==> config.mk <==
export PLATFORM = sky130hd
export DESIGN_NAME = line_numbering_caret_escape_filter_top
export DESIGN_NICKNAME = d
export VERILOG_FILES = /design/src/hw/rtl/lnce_pkg.sv /design/src/hw/rtl/line_numbering_caret_escape_filter_top.sv /design/src/hw/rtl/lnce_cell.sv /design/src/hw/rtl/lnce_glyph.sv
export SDC_FILE = /design/constraint.sdc
export NUM_CORES = 1
export LEC_CHECK = 0
export ABC_AREA = 1
export BUFFER_PORTS_ARGS = -buffer_cell sky130_fd_sc_hd__buf_2
export CAP_MARGIN = 20
export CORE_AREA = 2 2 167 136
export CTS_CLUSTER_SIZE = 40
export DETAILED_ROUTE_END_ITERATION = 8
export DIE_AREA = 0 0 169 138
export GPL_ROUTABILITY_DRIVEN = 1
export PLACE_DENSITY = 0.54
export RECOVER_POWER = 50
export SLEW_MARGIN = 20
export SYNTH_ARGS = -nofsm -noshare
export SYNTH_HDL_FRONTEND = slang
export SYNTH_SLANG_ARGS = --single-unit
==> constraint.sdc <==
create_clock -name clk -period 2.9 [get_ports clk]
set_clock_uncertainty 0.15 [all_clocks]
set_input_delay 0 -clock clk [delete_from_list [all_inputs] [get_ports clk]]
set_output_delay 0 -clock clk [all_outputs]
set_load 0.005 [all_outputs]
==> src/hw/rtl/lnce_pkg.sv <==
// lnce_pkg: shared types and constants of the line numbering and caret escape filter.
// Holds the channel payload structs, the digit cell control struct, the state
// encoding and the character codes. Depends on nothing.
package lnce_pkg;

  typedef struct packed {
    logic [7:0] in_byte;
    logic       new_file;
  } in_item_t;

  typedef struct packed {
    logic [7:0] out_byte;
    logic       last_of_run;
  } out_item_t;

  // control shared by every digit cell of the counter chain
  typedef struct packed {
    logic rotate;
    logic incr;
  } cell_ctl_t;

  // up to four rendered bytes of one input byte, not counting a line number
  typedef struct packed {
    logic [3:0][7:0] bytes;
    logic [2:0]      cnt;
  } glyph_t;

  typedef enum logic [4:0] {
    S_IDLE = 5'b00001,
    S_PAD  = 5'b00010,
    S_DIG  = 5'b00100,
    S_TAB  = 5'b01000,
    S_GLY  = 5'b10000
  } state_t;

  typedef enum logic [2:0] {
    REG_NUMBER_ALL       = 3'd0,
    REG_NUMBER_NONBLANK  = 3'd1,
    REG_SQUEEZE_BLANK    = 3'd2,
    REG_SHOW_ENDS        = 3'd3,
    REG_SHOW_TABS        = 3'd4,
    REG_SHOW_NONPRINTING = 3'd5
  } reg_index_t;

  localparam int unsigned FIELD_WIDTH = 6;

  localparam logic [3:0] DIGIT_ZERO = 4'd0;
  localparam logic [3:0] DIGIT_ONE  = 4'd1;
  localparam logic [3:0] DIGIT_NINE = 4'd9;

  localparam logic [7:0] CH_TAB      = 8'h09;
  localparam logic [7:0] CH_NL       = 8'h0A;
  localparam logic [7:0] CH_SPACE    = 8'h20;
  localparam logic [7:0] CH_DOLLAR   = 8'h24;
  localparam logic [7:0] CH_DASH     = 8'h2D;
  localparam logic [7:0] CH_ZERO     = 8'h30;
  localparam logic [7:0] CH_QMARK    = 8'h3F;
  localparam logic [7:0] CH_I        = 8'h49;
  localparam logic [7:0] CH_M        = 8'h4D;
  localparam logic [7:0] CH_CARET    = 8'h5E;
  localparam logic [7:0] CTRL_OFFSET = 8'h40;
  localparam logic [6:0] CTRL_LIMIT  = 7'h20;
  localparam logic [6:0] CH_DEL      = 7'h7F;

endpackage

==> src/hw/rtl/line_numbering_caret_escape_filter_top.sv <==
// line_numbering_caret_escape_filter_top: byte stream display filter with line
// numbers, blank squeezing, end marks and caret notation.
// Depends on lnce_pkg, lnce_cell and lnce_glyph.
//
// Usage:
//   Input channel in_valid/in_stall/in_data carries one raw byte and a new_file
//   mark; the output channel out_valid/out_stall/out_data carries display bytes,
//   last_of_run marking the final byte caused by one input byte. A squeezed blank
//   line gives no output at all.
//   An unnumbered byte's first output byte is registered and appears in the
//   cycle after acceptance; plain text flows at one byte per cycle while the
//   receiver does not stall. Further rendered bytes follow from S_GLY. A numbered
//   line goes through an accept step that emits nothing, the pad spaces (0 to 5),
//   one rotation of the digit chain (most significant first, leading zeros
//   silent) and the tab, which increments the chain unless it is saturated.
//   The APB port (psel..pready) holds six one-bit control registers at 4*i; write
//   them only while the block is idle. pready is always high.
//   Reset clears all controls, sets the line counter to one and the block to the
//   start of a line. When the receiver stalls, the output byte holds and the
//   input is stalled until the output register frees.
module line_numbering_caret_escape_filter_top #(
  parameter int unsigned NUMBER_DIGITS = 10
) (
  input  logic                clk,
  input  logic                rst_n,
  input  logic                in_valid,
  output logic                in_stall,
  input  lnce_pkg::in_item_t  in_data,
  output logic                out_valid,
  input  logic                out_stall,
  output lnce_pkg::out_item_t out_data,
  input  logic                psel,
  input  logic                penable,
  input  logic                pwrite,
  input  logic [4:0]          paddr,
  input  logic [31:0]         pwdata,
  output logic [31:0]         prdata,
  output logic                pready
);
  import lnce_pkg::*;

  localparam int unsigned KW = $clog2(NUMBER_DIGITS);
  localparam logic [KW-1:0] KLAST = KW'(NUMBER_DIGITS - 1);

  // configuration
  logic number_all_r, number_nonblank_r, squeeze_blank_r;
  logic show_ends_r, show_tabs_r, show_nonprinting_r;
  logic cfg_wr;
  reg_index_t cfg_idx;

  // control
  state_t     state_r, state_nxt;
  logic       als_r, als_nxt;
  logic       ibr_r, ibr_nxt;
  glyph_t     gly_r, gly_nxt, gly_in;
  logic [1:0] gidx_r, gidx_nxt;
  logic [2:0] pad_r, pad_nxt;
  logic [KW-1:0] k_r, k_nxt;
  logic       lead_r, lead_nxt;
  logic       out_valid_r, out_valid_nxt;
  out_item_t  out_data_r, out_data_nxt;

  logic       slot_free, in_acc;
  logic       emit, emit_last;
  logic [7:0] emit_byte;
  logic       als_eff, ibr_eff, is_nl, drop, num;
  logic [2:0] cnt6, pad_now;
  logic [3:0] top_digit;
  logic       show_digit, full;

  // digit chain
  cell_ctl_t  ctl;
  logic [NUMBER_DIGITS-1:0][3:0] digits;
  logic [NUMBER_DIGITS-1:0]      nines_out, nz_out;

  genvar gi;
  generate
    for (gi = 0; gi < NUMBER_DIGITS; gi++) begin : g_cell
      lnce_cell u_cell (
        .clk         (clk),
        .rst_n       (rst_n),
        .ctl         (ctl),
        .reset_digit ((gi == 0) ? DIGIT_ONE : DIGIT_ZERO),
        .rot_in      ((gi == 0) ? digits[NUMBER_DIGITS-1] : digits[(gi == 0) ? 0 : gi-1]),
        .nines_in    ((gi == 0) ? 1'b1 : nines_out[(gi == 0) ? 0 : gi-1]),
        .nz_in       ((gi == NUMBER_DIGITS-1) ? 1'b0
                      : nz_out[(gi == NUMBER_DIGITS-1) ? gi : gi+1]),
        .digit       (digits[gi]),
        .nines_out   (nines_out[gi]),
        .nz_out      (nz_out[gi])
      );
    end
  endgenerate

  assign full      = nines_out[NUMBER_DIGITS-1];
  assign top_digit = digits[NUMBER_DIGITS-1];

  // spaces ahead of the digits: field width minus significant digit count
  always_comb begin
    cnt6 = 3'd1;
    for (int i = 1; i < 6; i++) begin
      cnt6 = cnt6 + {2'b00, nz_out[i]};
    end
    pad_now = nz_out[5] ? 3'd0 : 3'(FIELD_WIDTH) - cnt6;
  end

  lnce_glyph u_glyph (
    .c                (in_data.in_byte),
    .show_ends        (show_ends_r),
    .show_tabs        (show_tabs_r),
    .show_nonprinting (show_nonprinting_r),
    .glyph            (gly_in)
  );

  // configuration port
  assign pready  = 1'b1;
  assign cfg_wr  = psel && penable && pwrite;
  assign cfg_idx = reg_index_t'(paddr[4:2]);

  always_comb begin
    prdata = '0;
    case (cfg_idx)
      REG_NUMBER_ALL:       prdata[0] = number_all_r;
      REG_NUMBER_NONBLANK:  prdata[0] = number_nonblank_r;
      REG_SQUEEZE_BLANK:    prdata[0] = squeeze_blank_r;
      REG_SHOW_ENDS:        prdata[0] = show_ends_r;
      REG_SHOW_TABS:        prdata[0] = show_tabs_r;
      REG_SHOW_NONPRINTING: prdata[0] = show_nonprinting_r;
      default:              prdata    = '0;
    endcase
  end

  always_ff @(posedge clk) begin
    if (!rst_n) begin
      number_all_r       <= 1'b0;
      number_nonblank_r  <= 1'b0;
      squeeze_blank_r    <= 1'b0;
      show_ends_r        <= 1'b0;
      show_tabs_r        <= 1'b0;
      show_nonprinting_r <= 1'b0;
    end else if (cfg_wr) begin
      case (cfg_idx)
        REG_NUMBER_ALL:       number_all_r       <= pwdata[0];
        REG_NUMBER_NONBLANK:  number_nonblank_r  <= pwdata[0];
        REG_SQUEEZE_BLANK:    squeeze_blank_r    <= pwdata[0];
        REG_SHOW_ENDS:        show_ends_r        <= pwdata[0];
        REG_SHOW_TABS:        show_tabs_r        <= pwdata[0];
        REG_SHOW_NONPRINTING: show_nonprinting_r <= pwdata[0];
        default: ;
      endcase
    end
  end

  // handshake
  assign slot_free = !out_valid_r || !out_stall;
  assign in_stall  = !((state_r == S_IDLE) && slot_free);
  assign in_acc    = in_valid && !in_stall;

  assign ctl.rotate = (state_r == S_DIG) && slot_free;
  assign ctl.incr   = (state_r == S_TAB) && slot_free && !full;

  // line classification of the request
  assign als_eff = in_data.new_file || als_r;
  assign ibr_eff = !in_data.new_file && ibr_r;
  assign is_nl   = (in_data.in_byte == CH_NL);
  assign drop    = is_nl && als_eff && squeeze_blank_r && ibr_eff;
  assign num     = is_nl ? (als_eff && number_all_r && !number_nonblank_r)
                         : (als_eff && (number_all_r || number_nonblank_r));

  assign show_digit = lead_r || (top_digit != DIGIT_ZERO) || (k_r == KLAST);

  always_comb begin
    state_nxt = state_r;
    als_nxt   = als_r;
    ibr_nxt   = ibr_r;
    gly_nxt   = gly_r;
    gidx_nxt  = gidx_r;
    pad_nxt   = pad_r;
    k_nxt     = k_r;
    lead_nxt  = lead_r;
    emit      = 1'b0;
    emit_last = 1'b0;
    emit_byte = CH_SPACE;
    case (state_r)
      S_IDLE: begin
        if (in_acc && !drop) begin
          gly_nxt = gly_in;
          als_nxt = is_nl;
          ibr_nxt = is_nl && als_eff;
          if (num) begin
            state_nxt = (pad_now != 3'd0) ? S_PAD : S_DIG;
            pad_nxt   = pad_now;
            k_nxt     = '0;
            lead_nxt  = 1'b0;
          end else begin
            emit      = 1'b1;
            emit_byte = gly_in.bytes[0];
            emit_last = (gly_in.cnt == 3'd1);
            if (gly_in.cnt != 3'd1) begin
              state_nxt = S_GLY;
              gidx_nxt  = 2'd1;
            end
          end
        end
      end
      S_PAD: begin
        if (slot_free) begin
          emit      = 1'b1;
          emit_byte = CH_SPACE;
          pad_nxt   = pad_r - 3'd1;
          if (pad_r == 3'd1) begin
            state_nxt = S_DIG;
          end
        end
      end
      S_DIG: begin
        // the chain rotates once; skip leading zeros
        if (slot_free) begin
          if (show_digit) begin
            emit      = 1'b1;
            emit_byte = CH_ZERO + {4'b0000, top_digit};
            lead_nxt  = 1'b1;
          end
          k_nxt = k_r + 1'b1;
          if (k_r == KLAST) begin
            state_nxt = S_TAB;
          end
        end
      end
      S_TAB: begin
        if (slot_free) begin
          emit      = 1'b1;
          emit_byte = CH_TAB;
          state_nxt = S_GLY;
          gidx_nxt  = 2'd0;
        end
      end
      S_GLY: begin
        if (slot_free) begin
          emit      = 1'b1;
          emit_byte = gly_r.bytes[gidx_r];
          emit_last = ({1'b0, gidx_r} + 3'd1 == gly_r.cnt);
          if (emit_last) begin
            state_nxt = S_IDLE;
          end else begin
            gidx_nxt = gidx_r + 2'd1;
          end
        end
      end
      default: begin
        state_nxt = S_IDLE;
      end
    endcase
  end

  always_comb begin
    out_valid_nxt = out_valid_r;
    out_data_nxt  = out_data_r;
    if (slot_free) begin
      out_valid_nxt = emit;
      if (emit) begin
        out_data_nxt.out_byte    = emit_byte;
        out_data_nxt.last_of_run = emit_last;
      end
    end
  end

  always_ff @(posedge clk) begin
    if (!rst_n) begin
      state_r     <= S_IDLE;
      als_r       <= 1'b1;
      ibr_r       <= 1'b0;
      out_valid_r <= 1'b0;
      gidx_r      <= 2'd0;
      pad_r       <= 3'd0;
      k_r         <= '0;
      lead_r      <= 1'b0;
    end else begin
      state_r     <= state_nxt;
      als_r       <= als_nxt;
      ibr_r       <= ibr_nxt;
      out_valid_r <= out_valid_nxt;
      gidx_r      <= gidx_nxt;
      pad_r       <= pad_nxt;
      k_r         <= k_nxt;
      lead_r      <= lead_nxt;
    end
  end

  always_ff @(posedge clk) begin
    gly_r      <= gly_nxt;
    out_data_r <= out_data_nxt;
  end

  assign out_valid = out_valid_r;
  assign out_data  = out_data_r;

  // a byte that is not the last of its run is always followed by more work
  a_run_continues: assert property (@(posedge clk) disable iff (!rst_n)
    (out_valid_r && !out_data_r.last_of_run) |-> (state_r != S_IDLE))
    else $error("non-final output byte with filter idle");

  // the tab cycle advances the counter unless it is saturated
  a_counter_steps: assert property (@(posedge clk) disable iff (!rst_n)
    ((state_r == S_TAB) && slot_free && !full) |=> (digits != $past(digits)))
    else $error("line counter did not advance after a number");

  // no request is taken while a run is still being emitted
  a_busy_stalls: assert property (@(posedge clk) disable iff (!rst_n)
    (state_r != S_IDLE) |-> in_stall)
    else $error("request accepted while filter busy");

endmodule

==> src/hw/rtl/lnce_cell.sv <==
// lnce_cell: one BCD digit of the line counter chain.
// Rotates with its neighbor while the number is shown, increments on carry.
// Depends on lnce_pkg.
module lnce_cell (
  input  logic              clk,
  input  logic              rst_n,
  input  lnce_pkg::cell_ctl_t ctl,
  input  logic [3:0]        reset_digit,
  input  logic [3:0]        rot_in,
  input  logic              nines_in,
  input  logic              nz_in,
  output logic [3:0]        digit,
  output logic              nines_out,
  output logic              nz_out
);
  import lnce_pkg::*;

  logic [3:0] digit_r;
  logic [3:0] digit_nxt;

  always_comb begin
    digit_nxt = digit_r;
    if (ctl.rotate) begin
      digit_nxt = rot_in;
    end else if (ctl.incr && nines_in) begin
      digit_nxt = (digit_r == DIGIT_NINE) ? DIGIT_ZERO : digit_r + DIGIT_ONE;
    end
  end

  always_ff @(posedge clk) begin
    if (!rst_n) begin
      digit_r <= reset_digit;
    end else begin
      digit_r <= digit_nxt;
    end
  end

  assign digit     = digit_r;
  // all digits below and this one are nine: carry passes on
  assign nines_out = nines_in && (digit_r == DIGIT_NINE);
  // this digit or one above is significant
  assign nz_out    = nz_in || (digit_r != DIGIT_ZERO);

  a_digit_bcd: assert property (@(posedge clk) disable iff (!rst_n)
    digit_r <= DIGIT_NINE)
    else $error("digit cell left BCD range");

endmodule

==> src/hw/rtl/lnce_glyph.sv <==
// lnce_glyph: renders one input byte as its display bytes (newline, tab,
// caret and M- notation). Combinational. Depends on lnce_pkg.
module lnce_glyph (
  input  logic [7:0]       c,
  input  logic             show_ends,
  input  logic             show_tabs,
  input  logic             show_nonprinting,
  output lnce_pkg::glyph_t glyph
);
  import lnce_pkg::*;

  logic [6:0] lo;
  logic [1:0] pos;

  assign lo  = c[6:0];
  assign pos = c[7] ? 2'd2 : 2'd0;

  always_comb begin
    glyph.bytes = '0;
    glyph.cnt   = 3'd1;
    if (c == CH_NL) begin
      if (show_ends) begin
        glyph.bytes[0] = CH_DOLLAR;
        glyph.bytes[1] = CH_NL;
        glyph.cnt      = 3'd2;
      end else begin
        glyph.bytes[0] = CH_NL;
      end
    end else if (c == CH_TAB) begin
      if (show_tabs) begin
        glyph.bytes[0] = CH_CARET;
        glyph.bytes[1] = CH_I;
        glyph.cnt      = 3'd2;
      end else begin
        glyph.bytes[0] = CH_TAB;
      end
    end else if (!show_nonprinting) begin
      glyph.bytes[0] = c;
    end else begin
      // high bytes: prefix M- and classify the low seven bits
      if (c[7]) begin
        glyph.bytes[0] = CH_M;
        glyph.bytes[1] = CH_DASH;
      end
      if (lo < CTRL_LIMIT) begin
        glyph.bytes[pos]             = CH_CARET;
        glyph.bytes[2'(pos + 2'd1)]  = {1'b0, lo} + CTRL_OFFSET;
        glyph.cnt                    = {1'b0, pos} + 3'd2;
      end else if (lo == CH_DEL) begin
        glyph.bytes[pos]             = CH_CARET;
        glyph.bytes[2'(pos + 2'd1)]  = CH_QMARK;
        glyph.cnt                    = {1'b0, pos} + 3'd2;
      end else begin
        glyph.bytes[pos]             = {1'b0, lo};
        glyph.cnt                    = {1'b0, pos} + 3'd1;
      end
    end
  end

endmodule
# After elaboration in Yosys (flattened, before gate mapping)
# Cells that the tools add are included.
[classes]
add_sub_neg = 25
order_cmp = 6
eq_ne = 42
mux = 104
bitwise = 7
n_reduce_logical = 94
[op_table]
columns = ["op", "n"]
rows = [
  ["4-bit two-way mux", 34],
  ["35-bit two-way mux", 2],
  ["32-bit bitwise mux", 2],
  ["8-bit two-way mux", 7],
  ["5-bit two-way mux", 10],
  ["16-bit two-way mux", 3],
  ["4-bit by 1-bit adder with 4-bit output (second input constant)", 11],
  ["4-bit == test (second input constant)", 11],
  ["19-bit two-way mux", 2],
  ["4-bit nonzero test", 9],
  ["1-bit logical AND", 35],
  ["8-bit demux with 2-bit select", 2],
  ["8-bit one-hot mux with 4 select lines", 1],
  ["5-bit one-hot mux with 5 select lines", 1],
  ["24-bit OR", 1],
  ["2-bit nonzero test", 12],
  ["7-bit two-way mux", 3],
  ["2-bit != test (second input constant)", 10],
  ["10-bit by 20-bit OR with 20-bit output", 1],
  ["2-bit two-way mux", 9],
  ["3-bit two-way mux", 6],
  ["8-bit binary-select mux with 2-bit select", 1],
  ["8-bit by 4-bit == test with 1-bit output (second input constant)", 2],
  ["2-bit AND reduction", 8],
  ["49 further kinds", 95],
]
[word_totals]
register_bits = 108
word_cells = 309

# Logic depth before layout (Yosys ltp)
[logic_depth]
word_depth = 21
depth_mapped = 16
mapped_depth_nobuf = 16

# By module
# Synthesis repeated with hierarchy kept, for this count alone.
[hier_totals]
hier_cells = 993
area_unflattened_um2 = 7460.9
[modules_own_cells]
columns = ["mod", "n_inst", "cells_per_inst", "area_each_um2", "seq_area_each_um2"]
rows = [
  ["line_numbering_caret_escape_filter_top", 1, 440, 3823.7, 1801.7],
  ["lnce_cell at g_cell[1].u_cell ...", 8, 43, 296.5, 120.1],
  ["lnce_glyph", 1, 121, 651.9, 0.0],
  ["lnce_cell at g_cell[0].u_cell", 1, 44, 311.5, 120.1],
  ["lnce_cell at g_cell[9].u_cell", 1, 44, 301.5, 120.1],
]

# Least setup slack after synthesis
# Ideal clock, no wire load.
[synth_timing]
path_kind = "register -> register"
from = "reg g_cell[5].u_cell.digit_r[1]"
to = "reg pad_r[2]"
arrival_ps = 2268
required_time_ps = 2638
slack_ps = 369
stages_incl_launch_ff = 17
synth_period_minus_slack_ps = 2531
path_cell_list = "dfxtp_1 -> inv_1 -> nand4_1 -> nor4_1 -> nand2_1 -> inv_1 -> nand3_1 -> nor3_1 -> o21ai_0 -> ha_1 -> ha_1 -> inv_1 -> ha_1 -> xnor2_1 -> o22ai_1 -> nor2_1 -> nor2_1"
[synth_via]
elab_chain_cells = 16
[synth_lines]
columns = ["item", "line", "source"]
rows = [
  ["start: declaration", "lnce_cell.sv:18", "logic [3:0] digit_r;"],
  ["start signal: assignment", "lnce_cell.sv:32", "digit_r <= reset_digit;"],
  ["start signal: assignment", "lnce_cell.sv:34", "digit_r <= digit_nxt;"],
  ["4-bit nonzero test (*)", "lnce_cell.sv:42", "assign nz_out = nz_in || (digit_r != DIGIT_ZERO);"],
  ["1-bit logical OR (*)", "lnce_cell.sv:42", ""],
  ["1-bit logical OR (4 in series)", "lnce_cell.sv:42", ""],
  ["1-bit by 1-bit adder with 2-bit output", "line_numbering_caret_escape_filter_top.sv:102", "cnt6 = cnt6 + {2'b00, nz_out[i]};"],
  ["2-bit by 1-bit adder with 3-bit output", "line_numbering_caret_escape_filter_top.sv:102", ""],
  ["3-bit by 1-bit adder with 3-bit output (3 in series)", "line_numbering_caret_escape_filter_top.sv:102", ""],
  ["3-bit subtractor", "line_numbering_caret_escape_filter_top.sv:104", "pad_now = nz_out[5] ? 3'd0 : 3'(FIELD_WIDTH) - cnt6;"],
  ["3-bit two-way mux (*)", "line_numbering_caret_escape_filter_top.sv:104", ""],
  ["3-bit two-way mux (*)", "line_numbering_caret_escape_filter_top.sv:190", "if (num) begin"],
  ["3-bit two-way mux (*)", "line_numbering_caret_escape_filter_top.sv:186", "if (in_acc && !drop) begin"],
  ["3-bit one-hot mux with 2 select lines (*)", "line_numbering_caret_escape_filter_top.sv:184", "case (state_r)"],
  ["end signal: assignment", "line_numbering_caret_escape_filter_top.sv:284", "pad_r <= pad_nxt;"],
  ["end: declaration", "line_numbering_caret_escape_filter_top.sv:57", "logic [2:0] pad_r, pad_nxt;"],
]
# Every way passes the cells marked *; elsewhere a longest branch is shown, timed or not. The select of a mux whose other input is x is not followed.
# A chain may end at the register's enable or synchronous reset.

# Worst setup path in the final report
[layout_timing]
from = "reg g_cell[6].u_cell.digit_r[1]"
to = "reg pad_r[2]"
[layout_via]
elab_chain_cells = 17
[layout_lines]
columns = ["item", "line"]
rows = [
  ["start: declaration", "lnce_cell.sv:18"],
  ["start signal: assignment", "lnce_cell.sv:32"],
  ["start signal: assignment", "lnce_cell.sv:34"],
  ["4-bit nonzero test (*)", "lnce_cell.sv:42"],
  ["1-bit logical OR (*) (2 in series)", "lnce_cell.sv:42"],
  ["1-bit logical OR (4 in series)", "lnce_cell.sv:42"],
  ["1-bit by 1-bit adder with 2-bit output", "line_numbering_caret_escape_filter_top.sv:102"],
  ["2-bit by 1-bit adder with 3-bit output", "line_numbering_caret_escape_filter_top.sv:102"],
  ["3-bit by 1-bit adder with 3-bit output (3 in series)", "line_numbering_caret_escape_filter_top.sv:102"],
  ["3-bit subtractor", "line_numbering_caret_escape_filter_top.sv:104"],
  ["3-bit two-way mux (*)", "line_numbering_caret_escape_filter_top.sv:104"],
  ["3-bit two-way mux (*)", "line_numbering_caret_escape_filter_top.sv:190"],
  ["3-bit two-way mux (*)", "line_numbering_caret_escape_filter_top.sv:186"],
  ["3-bit one-hot mux with 2 select lines (*)", "line_numbering_caret_escape_filter_top.sv:184"],
]
# Marks and branches as above.

==> metrics.md <==
| Metric | Value |
|---|---|
| Total Routing Usage GR | `0.152` |
| Setup TNS | `0 ns` |
| Core area | `~22000 um^2` |
| Worst path required time | `around 3 ns` |
| Via density | `4.77` |
| Longest Clk Path Bufs | `2` |
| Top_reg_cell synth | `dfxtp_1` |
| Syn-to-layout area delta | `14.9%` |
| Syn Std Cell Area | `6840 um^2` |
| CP arrival | `between 2 and 3 ns` |
| # DRC | `0` |
| Cell Rows | `49` |
| CTS Root Cell | `clkbuf_16` |
| CTS tree | `yes` |
| Number of global-route vias before repair | `approximately 5500` |
| Die ar. | `23300 um^2` |
| WS Path Type | `flip-flop to flip-flop` |
| Fin. max-slew vios | `0` |
| Final worst-path cycle share | `0.928` |
| Share of layout cells above drive strength 1 | `0.116` |
| HPWL Detailed | `between 10 and 15 mm` |
| Routed wire per std cell | `13.4 um` |
| Min-Delay Path Depth | `4` |
| Final setup margin | `0.209 ns` |
| Post-synth EDFFs | `43` |
| Reg2reg path depth | `16` |
| Grt ovf | `0` |
| Clk slew on worst S/H paths | `0.08 ns` |
| Post-Route Utilization | `0.358` |
| Maximum VDD drop | `324 uV` |
| Final-report setup violation count | `0` |
| Seq/Total Area, Yosys | `0.376` |
| I/O pins | `97` |
| Worst hold path type | `input port to flip-flop` |
| Yosys top cell by area | `edfxtp_1` |
| Clock sinks | `107` |
| Setup crit start kind | `flip-flop` |
| Fin crit period | `approximately 2.7 ns` |
| Commonest cells in the synthesized netlist | `nand2_1 (187), nor2_1 (113), inv_1 (112)` |
| H-tree levels | `3` |
| FFs w/ async S/R, synth | `0` |
| Final ANT Viol Nets | `0` |
| LEAKAGE | `3.50 nW` |
| I/O Buffers | `31` |
| Worst skew pair latency | `0.36 ns` |
| Cell count after synthesis | `958` |
| GP Congestion | `0.861` |
| Status | `completed` |
| Initial core utilization | `0.312` |
| DRT Wirelength | `roughly 17 mm` |
| Vias | `6231` |
| Initial DRC Count | `493` |
| Worst Max-Slew Pin Slew | `0.768 ns` |
| Worst rel slew slack | `0.488` |
| First-pass GRT wire length | `28.8 mm` |
| Top-area cell type share of the netlist area | `0.189` |
| F_max | `372 MHz` |
| Worst setup EP type | `flip-flop` |
| Layout fillers | `2325` |
| Num CTS Buffers | `9` |
| Pre-antenna DRT Iters | `4` |
| Place WS | `0.0717 ns` |
| Syn Area/Cell | `7.14 um^2` |
| Initial antenna violation count | `0` |
| Most common cell in the synthesized netlist | `nand2_1` |
| Die X-Extent | `169 um` |
| Ant diodes | `0` |
| Power Density | `roughly 680 nW/um^2` |
| Number of nets in the layout | `1085` |
| Max Cap Viol | `0` |
| Hold Violations, Final | `0` |
| Distinct cell type count of the synthesized netlist | `48` |
| Die Y | `138 um` |
| Synth warnings | `0` |
| Largest net degree at the start of global routing | `44` |
| Total power | `5.33 mW` |
| Synth Register Bits | `107` |
| Synth top area cells | `edfxtp_1 (19%), dfxtp_1 (19%), nand2_1 (10%), a21oi_1 (6.2%), nor2_1 (6.2%)` |
| CP max FO | `2` |
-- repair_timing --
item,4_1_cts,5_1_grt
hold buffers,21,0
hold endpoints to repair,27,0
setup buffers,0,1
endpoints found under the setup margin,0,2
gates resized for setup,0,15
-- critical path, cell delays in order, from the launching register on --
cell and delay (ns):
dfxtp_2 0.33, nor2_2 0.12, nand4_1 0.12, nor4_2 0.27
nand2_1 0.15, inv_2 0.09, nand3_2 0.08, nor3_2 0.18
o21ai_1 0.09, ha_2 0.20, ha_4 0.26, inv_2 0.04
ha_4 0.15, xnor2_2 0.14, o22ai_1 0.08, nor2_1 0.10
nor2_1 0.05
-- per-layer routing --
metal / track usage / up-vias / part of all wire
li1: - / 3265 / -
met1: 0.242 / 2804 / 0.54
met2: 0.211 / 157 / 0.40
met3: 0.0309 / 5 / 0.051
met4: 0.0297 / 0 / 0.0061
met5: 0 / - / 0
-- sequential cells by signal (all words and copies together) (netlist names) --
name	count
out_data	9
number_all_r	1
pad_r	3
show_nonprinting_r	1
gly_r	34
k_r	4
show_tabs_r	1
number_nonblank_r	1
state_r	5
squeeze_blank_r	1
g_cell.u_cell.digit	40
gidx_r	2
als_r	1
show_ends_r	1
lead_r	1
out_valid	1
ibr_r	1
-- layout make-up --
type | count | area, um^2 | area share
multi-input combinational | 702 | 3610 | 0.460
sequential | 107 | 2580 | 0.328
tap | 280 | 350 | 0.0446
clock inverter | 7 | 63.8 | 0.00812
inverter | 121 | 454 | 0.0578
clock buffer | 9 | 225 | 0.0287
timing repair buffer | 80 | 574 | 0.0731
-- stage by stage --
| stage | instance area (um^2) | std cells | hold WS, ns |
|---|---|---|---|
| floorplan | 6960 | 990 | -0.0875 |
| global placement | 7340 | 1268 | 0.158 |
| detailed placement | 7340 | 1268 | 0.165 |
| CTS | 7840 | 1305 | 0.00978 |
| global route | 7860 | 1306 | 0.0371 |
| finish | 7860 | 1306 | 0.0273 |
-- worst paths after layout --
check,to,from,slack [ns]
min reg2reg,ibr_r,ibr_r,0.32
max reg2reg,pad_r[2],g_cell[6].u_cell.digit[1],0.21
max,pad_r[2],g_cell[6].u_cell.digit[1],0.21
min,squeeze_blank_r,penable,0.03
-- where the power goes --
group	total (mW)	leakage, nW	internal [mW]	switching (mW)
sequential	2.00	0.928	1.87	0.126
combinational	2.10	2.43	0.823	1.28
clock	1.22	0.142	0.602	0.622
total	5.33	3.50	3.30	2.03
-- cell families (layout without fill, tap and decap cells) --
group | count (synthesis) | count (layout) | share of synthesized area
adder cells (fa/ha/maj) | 11 | 11 | 0.0201
other | 2 | 34 | 0.00110
XOR/XNOR | 10 | 10 | 0.0128
AO/OA/AOI/OAI | 210 | 210 | 0.169
buffers and inverters | 181 | 217 | 0.118
flip-flops | 107 | 107 | 0.376
AND/OR/NAND/NOR | 437 | 437 | 0.302
-- cells in the final DEF (no fill, tap or decap), types with 3 or more instances in the layout --
master	synthesis	final
nand2_1	187	187
nor2_1	113	113
inv_1	112	111
a21oi_1	85	85
o21ai_0	77	76
dfxtp_1	64	61
nand3_1	59	59
edfxtp_1	43	43
conb_1	2	34
buf_2	5	22
buf_4	33	22
dlygate4sd3_1	0	21
nor3_1	19	18
o21ai_1	13	14
nand4_1	13	13
clkbuf_1	17	12
inv_2	9	10
clkbuf_16	0	9
ha_1	11	8
o211ai_1	7	7
nand2_2	6	6
nand3_2	5	6
nor2_2	5	6
xor2_1	6	6
o22ai_1	5	5
o2111ai_1	5	5
a221o_1	5	5
nor3_2	3	4
o31ai_1	4	4
nor4_1	5	4
inv_6	0	4
or2_2	3	3
nand3_4	4	3
xnor2_1	4	3
dfxtp_2	0	3
(Power assumes the default switching activity.)
